### config.mk
export PLATFORM = sky130hd
export DESIGN_NAME = lprt_ctrl
export DESIGN_NICKNAME = d
export VERILOG_FILES = /design/src/hdl/lprt_pkg.sv /design/src/hdl/lprt_ctrl.sv
export SDC_FILE = /design/constraint.sdc
export NUM_CORES = 1
export LEC_CHECK = 0
export ABC_AREA = 1
export BUFFER_PORTS_ARGS = -buffer_cell sky130_fd_sc_hd__buf_2
export CELL_PAD_IN_SITES_DETAIL_PLACEMENT = 0
export CELL_PAD_IN_SITES_GLOBAL_PLACEMENT = 1
export CORE_AREA = 8 8 45 47
export CTS_BUF_LIST = sky130_fd_sc_hd__clkbuf_16
export DETAILED_ROUTE_END_ITERATION = 10
export DIE_AREA = 0 0 53 55
export PLACE_DENSITY_LB_ADDON = 0.1
export SLEW_MARGIN = 40
export SYNTH_ARGS = -nofsm -noshare
export SYNTH_HDL_FRONTEND = slang
export SYNTH_SLANG_ARGS = --single-unit
### constraint.sdc
create_clock -name i_clk -period 4.1 [get_ports i_clk]
set_clock_uncertainty 0.2 [all_clocks]
set_input_delay 0.205 -clock i_clk [delete_from_list [all_inputs] [get_ports i_clk]]
set_output_delay 0.205 -clock i_clk [all_outputs]
set_load 0.05 [all_outputs]
### src/hdl/lprt_pkg.sv
// Shared types, constants and helpers for the longest-prefix route table.
`default_nettype none

package lprt_pkg;

    localparam int ENTRIES = 64;
    localparam int IDX_W   = $clog2(ENTRIES);

    localparam logic       REQ_UPDATE = 1'b0;
    localparam logic       REQ_LOOKUP = 1'b1;

    localparam logic [1:0] ST_OK       = 2'd0;
    localparam logic [1:0] ST_NO_ROUTE = 2'd1;
    localparam logic [1:0] ST_FULL     = 2'd2;

    localparam logic [4:0] WITHDRAW_METRIC = 5'd16;
    localparam logic [4:0] METRIC_MAX      = 5'd31;
    localparam logic [5:0] MAX_PREFIX_LEN  = 6'd32;

    typedef struct packed {
        logic        req_type;
        logic [31:0] address;
        logic [5:0]  prefix_len;
        logic [31:0] hop_addr;
        logic [4:0]  metric;
        logic [7:0]  port;
    } t_in_req;

    typedef struct packed {
        logic [1:0]  status;
        logic [31:0] route_hop;
        logic [7:0]  route_port;
    } t_out_rsp;

    typedef enum logic [1:0] {
        S_IDLE,
        S_SCAN,
        S_DRAIN,
        S_FINISH
    } t_state;

    typedef struct packed {
        logic load;
        logic scan;
        logic commit;
    } t_cmd;

    typedef struct packed {
        logic scan_last;
        logic out_free;
    } t_sts;

    // Network mask for a prefix length; lengths of 32 and more give all ones.
    function automatic logic [31:0] len_mask(input logic [5:0] len);
        logic [31:0] m;
        if (len >= MAX_PREFIX_LEN) begin
            m = '1;
        end else begin
            m = ~(32'hFFFF_FFFF >> len);
        end
        return m;
    endfunction

endpackage

`default_nettype wire

### src/hdl/lprt_ctrl.sv
// Sequencer for one request: accept, scan all entries, drain, commit.
`default_nettype none

module lprt_ctrl (
    input  wire               i_clk,
    input  wire               i_rst_n,
    input  wire               i_in_valid,
    input  lprt_pkg::t_sts    i_sts,
    output lprt_pkg::t_cmd    o_cmd,
    output logic              o_busy
);
    import lprt_pkg::*;

    t_state r_state;
    t_state n_state;

    always_ff @(posedge i_clk) begin
        if (!i_rst_n) begin
            r_state <= S_IDLE;
        end else begin
            r_state <= n_state;
        end
    end

    always_comb begin
        n_state = r_state;
        o_cmd   = '0;
        o_busy  = 1'b1;
        unique case (r_state)
            S_IDLE: begin
                o_busy = 1'b0;
                if (i_in_valid) begin
                    o_cmd.load = 1'b1;
                    n_state    = S_SCAN;
                end
            end
            S_SCAN: begin
                o_cmd.scan = 1'b1;
                if (i_sts.scan_last) begin
                    n_state = S_DRAIN;
                end
            end
            S_DRAIN: begin
                n_state = S_FINISH;
            end
            S_FINISH: begin
                if (i_sts.out_free) begin
                    o_cmd.commit = 1'b1;
                    n_state      = S_IDLE;
                end
            end
            default: begin
                n_state = S_IDLE;
            end
        endcase
    end

endmodule

`default_nettype wire

==> results.yml, run 1 <==
route:
  drt_iter0_markers: 3
  post-route-drc-count: 0
  wl_per_cell_um: 8.49
  ant_nets: 0
  routed_wl_um: 484
  vias_per_cell: 3.44
  drtPass1Iterations: 2
  num_vias: 196
cts:
  cts_buffer_depth: 2
  root_buffer: "clkbuf_16"
  h-tree-depth: 1
  cts_sinks: 2
  cts_tree: "yes"
  cts_hold_buffers: 0
  cts-resized-gates: 0
  postCtsSetupBuffers: 0
  clock_latency_ns: 0.22
  numCtsBuffers: 3
  cts.reportedPaths.clkPinSlew_ns: 0.03
synthesis:
  synth_seq_cells: 2
  seq_area_frac_synth_pct: 20.0
  yosysTopAreaCell: "ha_1"
  synth.distinct_cells: 8
  syn_avg_cell_area_um2: 6.67
  postSynthCellCount: 30
  yosysTopAreaCellShare_pct: 31.3
  syn_area_um2: 200
  synthTopCellsByArea: "ha_1, dfxtp_1, inv_1, nand2_1, nor2_1"
  ys_warn_count: 0
  syn-num-nets: 40
floorplan:
  io_pins: 9
  initial_utilization_pct: 14.5
  die_x_um: 53
  rows: 14
  core_area_um2: 1380
  die_h_um: 55
  die-area_um2: 2920
sta:
  fin_ws_ns: 2.47
  max_slew_margin_pct: 83.4
  min_period_over_period_pct: 39.9
  finalMaxSlewViolations: 0
  worstMarginPinSlew_ns: 0.251
  post-route-min-period_ns: 1.63
  finalSetupViolations: 0
  max_freq_mhz: 612
  finalSetupTns_ns: 0
  finalHoldViolations: 0
  rsz0062_at_grt: "no"
grt:
  gr-usage-all-layers_pct: 4.26
  grt_use_met3_pct: 3.48
  grt_pass1_wl_um: 793
  grt_pass1_vias: 189
  gr-usage-met2_pct: 4.69
  overflow: 0
  met1_usage_pct: 3.93
  grt_max_degree: 5
  antenna_found_initial: 0
  grt_busiest_layer: "met4"
worst_hold_path:
  worstHoldPathType: "primary input to register"
layout:
  fillers: 165
  nNetsFinal: 53
  largest_reg_flops: 2
  drive_above_1_share_pct: 34.1
  diodes: 0
  syn2layout_area_growth_pct: 67.5
  top_register: "r_state"
  reg_top3: "r_state x2"
worst_setup_path:
  worstPathMaxFanout: 4
  crit_start: "r_state[0]"
  rr_startpoint: "r_state[0]"
  critical_path_class: "register to output pin"
  required_ns: 3.69
  r2r-end: "r_state[0]"
  r2r_setup_slack_ns: 2.67
  worstSetupStartpointType: "register"
  r2r_cells: 5
  arrival_ns: 1.23
  crit_path_end_kind: "output pin"
  critPathCapture: "o_cmd[2]"
placement:
  routabilityCongestion: 0.652
  dp_slack_ns: 2.68
  io_buffers: 8
  hpwlAfterDp_um: 379
job:
  maxCapViolCount: 0
power:
  p_leak_nw: 0.210
  power_density_nw_per_um2: 1010
  ir_worst_vdd_uv: 443
outcome:
  status: "finished clean"
per-stage QoR:
stage | area, µm² | std cells | power (mW) | hold WS (ns) | utilization [%]
after floorplan | 200 | 30 | 0.164 | 0.125 | -
after global placement | 260 | 54 | 0.195 | 0.259 | 18.8
after detailed placement | 260 | 54 | 0.196 | 0.258 | 18.8
after CTS | 335 | 57 | 0.346 | 0.0340 | 24.2
after global routing | 335 | 57 | 0.367 | 0.0461 | 24.2
final | 335 | 57 | 0.339 | 0.0315 | 24.2
Yosys cell counts:
| cell | number |
|---|---|
| nor2_1 | 4 |
| nand2_1 | 8 |
| dfxtp_1 | 2 |
| or2_2 | 1 |
| nand2_2 | 1 |
| inv_1 | 8 |
| nand3_2 | 1 |
| ha_1 | 5 |
power breakdown:
group          switching (mW)  internal [mW]
clock network          0.0210          0.124
registers             0.00680         0.0291
logic                   0.113         0.0451
worst min path at each step:
| stage | from | slack [ns] | end | depth (start not counted) |
|---|---|---|---|---|
| 6_report | i_rst_n | 0.03 | r_state[1] | 3 |
| 5_1_grt | i_rst_n | 0.05 | r_state[0] | 3 |
| 4_1_cts | i_rst_n | 0.03 | r_state[1] | 3 |
| 3_5_place_dp | i_rst_n | 0.26 | r_state[0] | 3 |
| 3_3_place_gp | i_rst_n | 0.26 | r_state[1] | 3 |
| 2_1_floorplan | i_rst_n | 0.13 | r_state[0] | 2 |
kinds of logic (layout without fill, tap and decap cells):
family / Yosys count / after routing / share of synthesized area (%)
adders and majority gates: 5 / 5 / 31.3
DFF: 2 / 2 / 20.0
and+or+nand+nor: 15 / 15 / 33.8
buffers and inverters: 8 / 19 / 15.0
cells in the final DEF (no fill, tap or decap):
cell type,n
buf_2,8
or2_2,1
nand2_1,8
clkbuf_16,3
inv_1,8
nand2_2,1
ha_1,5
dfxtp_1,2
nand3_2,1
nor2_1,4
layout make-up:
class	instances	area [µm²]	area share [%]
repair buffers	8	40.0	11.9
flip-flops and latches	2	40.0	11.9
clock buffers	3	75.1	22.4
well taps	16	20.0	5.97
multi-input cells	20	130	38.8
inverters	8	30.0	8.96
metal layers:
metal / vias up / wire length [µm]
met5: - / 0
met4: 0 / 25
met3: 5 / 98
met2: 12 / 150
met1: 72 / 210
li1: 107 / -
critical path: stages (launching register included):
cell	delay, ns
dfxtp_1	0.31
inv_1	0.14
ha_1	0.21
nand2_1	0.06
inv_1	0.04
buf_2	0.25
(Power assumes the default switching activity.)
==> run 2: changes to the inputs <==
- clock period: 4.1 -> 1.5 ns (I/O delays scaled with it)
==> run 2 against run 1 <==
Net effect:
- sequential share of layout area shrank 0.67 points
- first-iteration DRC count down 67%
- clock power grew to 2.8 times the previous value
==> results.yml, run 2 (same netlist as run 1, synthesis figures left out) <==
worst_setup_path:
  worstPathMaxFanout: 3
  critical_path_class: "register to output pin"
  crit_path_end_kind: "output pin"
  cp_slowest_stage_delay_ns: 0.36
  crit_path_top_delay_cell: "dfxtp_1"
  worstSetupStartpointType: "register"
  cp_num_cells: 4
  r2r_cells: 5
  path_buf_inv: 2
  cp_top_family: "flip-flops"
  arrival_ns: 1.13
  worstPathCellList: "ha_1 > nand2_1 > inv_1 > buf_2"
  required_ns: 1.22
grt:
  grt_pass1_wl_um: 717
  grt_pass1_vias: 167
  grt_max_degree: 5
  overflow: 0
  antenna_found_initial: 0
  gr-usage-all-layers_pct: 4.14
floorplan:
  initial_utilization_pct: 14.5
  rows: 14
  die-area_um2: 2920
  io_pins: 9
  core_area_um2: 1380
  die_x_um: 53
  die_h_um: 55
cts:
  clock_latency_ns: 0.22
  h-tree-depth: 1
  cts_tree: "yes"
  root_buffer: "clkbuf_16"
  cts_buffer_depth: 2
  cts.reportedPaths.clkPinSlew_ns: 0.03
  postCtsSetupBuffers: 0
  cts_sinks: 2
  numCtsBuffers: 3
route:
  wl_per_cell_um: 8.34
  ant_nets: 0
  post-route-drc-count: 0
  drt_iter0_markers: 1
  num_vias: 195
  drtPass1Iterations: 2
  routed_wl_um: 484
  vias_per_cell: 3.36
layout:
  fillers: 159
  mostFrequentLayoutCells: "nand2_1, inv_1, buf_2, nor2_1"
  top_register: "r_state"
  regArea_um2: 40.0
  nNetsFinal: 54
  multi_input_area_um2: 135
  diodes: 0
  reg_top3: "r_state x2"
  syn2layout_area_growth_pct: 77.5
  fin_util_pct: 25.7
  drive_above_1_share_pct: 42.9
  largest_reg_flops: 2
  layout_commonest_cell: "nand2_1"
sta:
  post-route-min-period_ns: 1.41
  finalMaxSlewViolations: 0
  finalSetupViolations: 0
  finalHoldViolations: 0
  max_slew_margin_pct: 83.0
  rsz0062_at_grt: "no"
  finalSetupTns_ns: 0
  worstMarginPinSlew_ns: 0.256
  max_freq_mhz: 710
  min_period_over_period_pct: 93.8
placement:
  routabilityCongestion: 0.667
  io_buffers: 8
  hpwlAfterDp_um: 369
power:
  ir_worst_vdd_uv: 972
  p_leak_nw: 0.213
  power.total_mw: 0.960
  power_density_nw_per_um2: 2700
worst_hold_path:
  worstHoldPathType: "primary input to register"
  worst_hold_path.num_cells: 6
outcome:
  status: "finished clean"
job:
  maxCapViolCount: 0
==> run 2: path summary, 6_finish.rpt <==
| kind | startpoint | end | slack (ns) |
|---|---|---|---|
| max reg2reg | r_state[0] | r_state[0] | 0.13 |
| min | i_sts[1] | r_state[0] | 0.1 |
| min reg2reg | r_state[1] | r_state[1] | 0.40 |
| max | r_state[0] | o_cmd[0] | 0.09 |
==> run 2: metal layers <==
metal	share of wire (%)	GRT usage, %	vias to the layer above
met5	0	0	-
met3	24	4.28	2
met1	36	3.17	74
met2	35	4.69	11
met4	4.8	6.47	0
li1	-	-	108
==> run 2: what timing repair did <==
| action | in CTS | in global routing |
|---|---|---|
| gates resized for setup | 2 | 3 |
| hold endpoints to repair | 2 | 0 |
| hold buffers | 1 | 0 |
| gates cloned | 0 | 0 |
| endpoints found under the setup margin | 2 | 1 |
==> run 2: stage by stage <==
stage	hold slack (ns)	std cells	setup slack [ns]	instance area [µm²]
after detailed placement	0.123	54	0.0981	263
after floorplan	-0.00452	30	0.115	203
after CTS	0.109	58	0.0273	353
after global routing	0.155	58	0.0183	355
final	0.0989	58	0.0925	355
after global placement	0.127	54	0.117	263
==> run 2: final cells by class <==
class / instances / share of cell area [%]
inverter: 8 / 8.45
tap: 16 / 5.63
multi-input combinational: 20 / 38.0
clock buffer: 3 / 21.1
sequential: 2 / 11.3
timing repair buffer: 9 / 15.5
==> run 2: worst min-delay path: cells and delay by family <==
kind	cells	cell delay [ns]
simple gates	4	0.26
buf+inv	2	0.14
==> run 2: where the power goes <==
group          switching (mW)  total (mW)  leakage, nW  internal (mW)
sequential             0.0239       0.103       0.0167         0.0795
clock                  0.0626       0.402       0.0370          0.339
combinational           0.308       0.455        0.159          0.147
==> run 3: changes to the inputs <==
- SETUP_SLACK_MARGIN: unset -> 0.1
==> run 3 against run 2 <==
Net effect:
- final area is 6.0% higher
- cell count is the same
- combinational power rose by 9.2%
- clock power is essentially flat
- die area did not move
- setup slack better by 0.054 ns
- total power increased by 5.1%
- hold slack worse by 0.0048 ns
- register-to-register slack gained 0.02 ns
- highest routed layer unchanged
==> results.yml, run 3 (same netlist as run 1, synthesis figures left out) <==
outcome:
  status: "finished clean"
route:
  num_vias: 194
  drt_iter0_markers: 2
  routed_wl_um: 479
  post-route-drc-count: 0
  wl_met2_um: 171
  ant_nets: 0
  vias_per_cell: 3.34
  top_layer_used: "met4"
  met1Wirelength_um: 168
  drtPass1Iterations: 4
  wl_per_cell_um: 8.26
  dr_wl_met3_um: 116
cts:
  cts_buffer_depth: 2
  cts_sinks: 2
  h-tree-depth: 1
  postCtsSetupBuffers: 0
  numCtsBuffers: 3
  clock_latency_ns: 0.22
  cts.reportedPaths.clkPinSlew_ns: 0.03
  root_buffer: "clkbuf_16"
  cts_tree: "yes"
floorplan:
  core_area_um2: 1380
  die_h_um: 55
  rows: 14
  initial_utilization_pct: 14.5
  die-area_um2: 2920
  io_pins: 9
  die_x_um: 53
grt:
  grt_max_degree: 5
  grt_pass1_wl_um: 717
  antenna_found_initial: 0
  gr-usage-all-layers_pct: 4.14
  grt_pass1_vias: 167
  overflow: 0
sta:
  min_period_over_period_pct: 90.2
  finalMaxSlewViolations: 0
  worstMarginPinSlew_ns: 0.256
  finalHoldViolations: 0
  post-route-min-period_ns: 1.35
  finalSetupTns_ns: 0
  max_slew_margin_pct: 83.0
  finalSetupViolations: 0
  max_freq_mhz: 739
  rsz0062_at_grt: "no"
layout:
  mostFrequentLayoutCells: "nand2_1, inv_1, buf_2"
  fillers: 158
  reg_top3: "r_state x2"
  drive_above_1_share_pct: 50.0
  largest_reg_flops: 2
  layout_commonest_cell: "nand2_1"
  diodes: 0
  nNetsFinal: 54
  syn2layout_area_growth_pct: 88.1
  stdcell_count: 58
  top_register: "r_state"
power:
  comb_power_share_pct: 49.3
  p_sw_share_pct: 40.9
  clockPowerShare_pct: 39.9
  ir_worst_vdd_uv: 980
  p_int_mw: 0.597
  power_switching_mw: 0.413
  p_leak_nw: 0.216
  seqPwrFrac_pct: 10.8
  power_density_nw_per_um2: 2680
placement:
  hpwlAfterDp_um: 369
  dp.cells: 54
  routabilityCongestion: 0.667
  io_buffers: 8
worst_setup_path:
  crit_path_end_kind: "register"
  critical_path_class: "register to register"
  cp_slowest_stage_delay_ns: 0.34
  arrival_ns: 1.26
  worstSetupStartpointType: "register"
  worstPathMaxFanout: 4
  crit_path_top_delay_cell: "dfxtp_2"
  worstPathCellList: "inv_2 > ha_1 > or2_2 > nor2_2 > nor2_1"
  required_ns: 1.41
worst_hold_path:
  worstHoldPathType: "primary input to register"
job:
  maxCapViolCount: 0
[run 3: area by class of cell]
type / count / area (µm²) / area share (%)
multi-input combinational: 20 / 148 / 39.2
clock buffer: 3 / 75.1 / 19.9
timing repair buffer: 9 / 61.3 / 16.3
sequential: 2 / 42.5 / 11.3
inverter: 8 / 30.0 / 7.97
tap: 16 / 20.0 / 5.32
[run 3: routing by layer]
layer / up-vias / GRT usage, %
met3: 2 / 4.28
met2: 11 / 4.69
met1: 73 / 3.17
li1: 108 / -
met4: 0 / 6.47
met5: - / 0
[run 3: repair_timing]
item                                    4_1_cts  5_1_grt
endpoints found under the hold margin         2        0
endpoints found under the setup margin        4        4
hold buffers                                  1        0
resized for setup                             6        5
[run 3: path summary, 6_finish.rpt]
kind         cells past startpoint    endpoint  startpoint  slack [ns]
max                              5  r_state[0]  r_state[0]        0.15
min                              6  r_state[0]    i_sts[1]        0.09
max reg2reg                      5  r_state[0]  r_state[0]        0.15
min reg2reg                      4  r_state[1]  r_state[1]        0.40
[run 3: power by group through the flow]
| stage | combinational (mW) | sequential, mW | clock, mW |
|---|---|---|---|
| 5_1_grt | 0.544 | 0.111 | 0.419 |
| 3_5_place_dp | 0.434 | 0.0999 | 0 |
| 4_1_cts | 0.463 | 0.103 | 0.415 |
| 6_report | 0.497 | 0.109 | 0.403 |
| 2_1_floorplan | 0.357 | 0.0961 | 0 |
| 3_3_place_gp | 0.438 | 0.0990 | 0 |
[run 3: through the flow]
| step | util, % | worst slack, ns | power, mW | hold slack (ns) | instance area, µm² |
|---|---|---|---|---|---|
| after floorplan | - | 0.115 | 0.453 | -0.00452 | 203 |
| after global placement | 19.0 | 0.117 | 0.537 | 0.127 | 263 |
| after detailed placement | 19.0 | 0.0981 | 0.534 | 0.123 | 263 |
| after CTS | 25.9 | 0.0926 | 0.982 | 0.109 | 358 |
| after global routing | 27.2 | 0.0940 | 1.07 | 0.158 | 377 |
| final | 27.2 | 0.146 | 1.01 | 0.0941 | 377 |
[run 3: critical path, delay by kind of cell (launching register included)]
kind	cells	cell delay, ns
fa+ha+maj	1	0.18
buf+inv	1	0.07
flops	1	0.34
simple gates	3	0.45
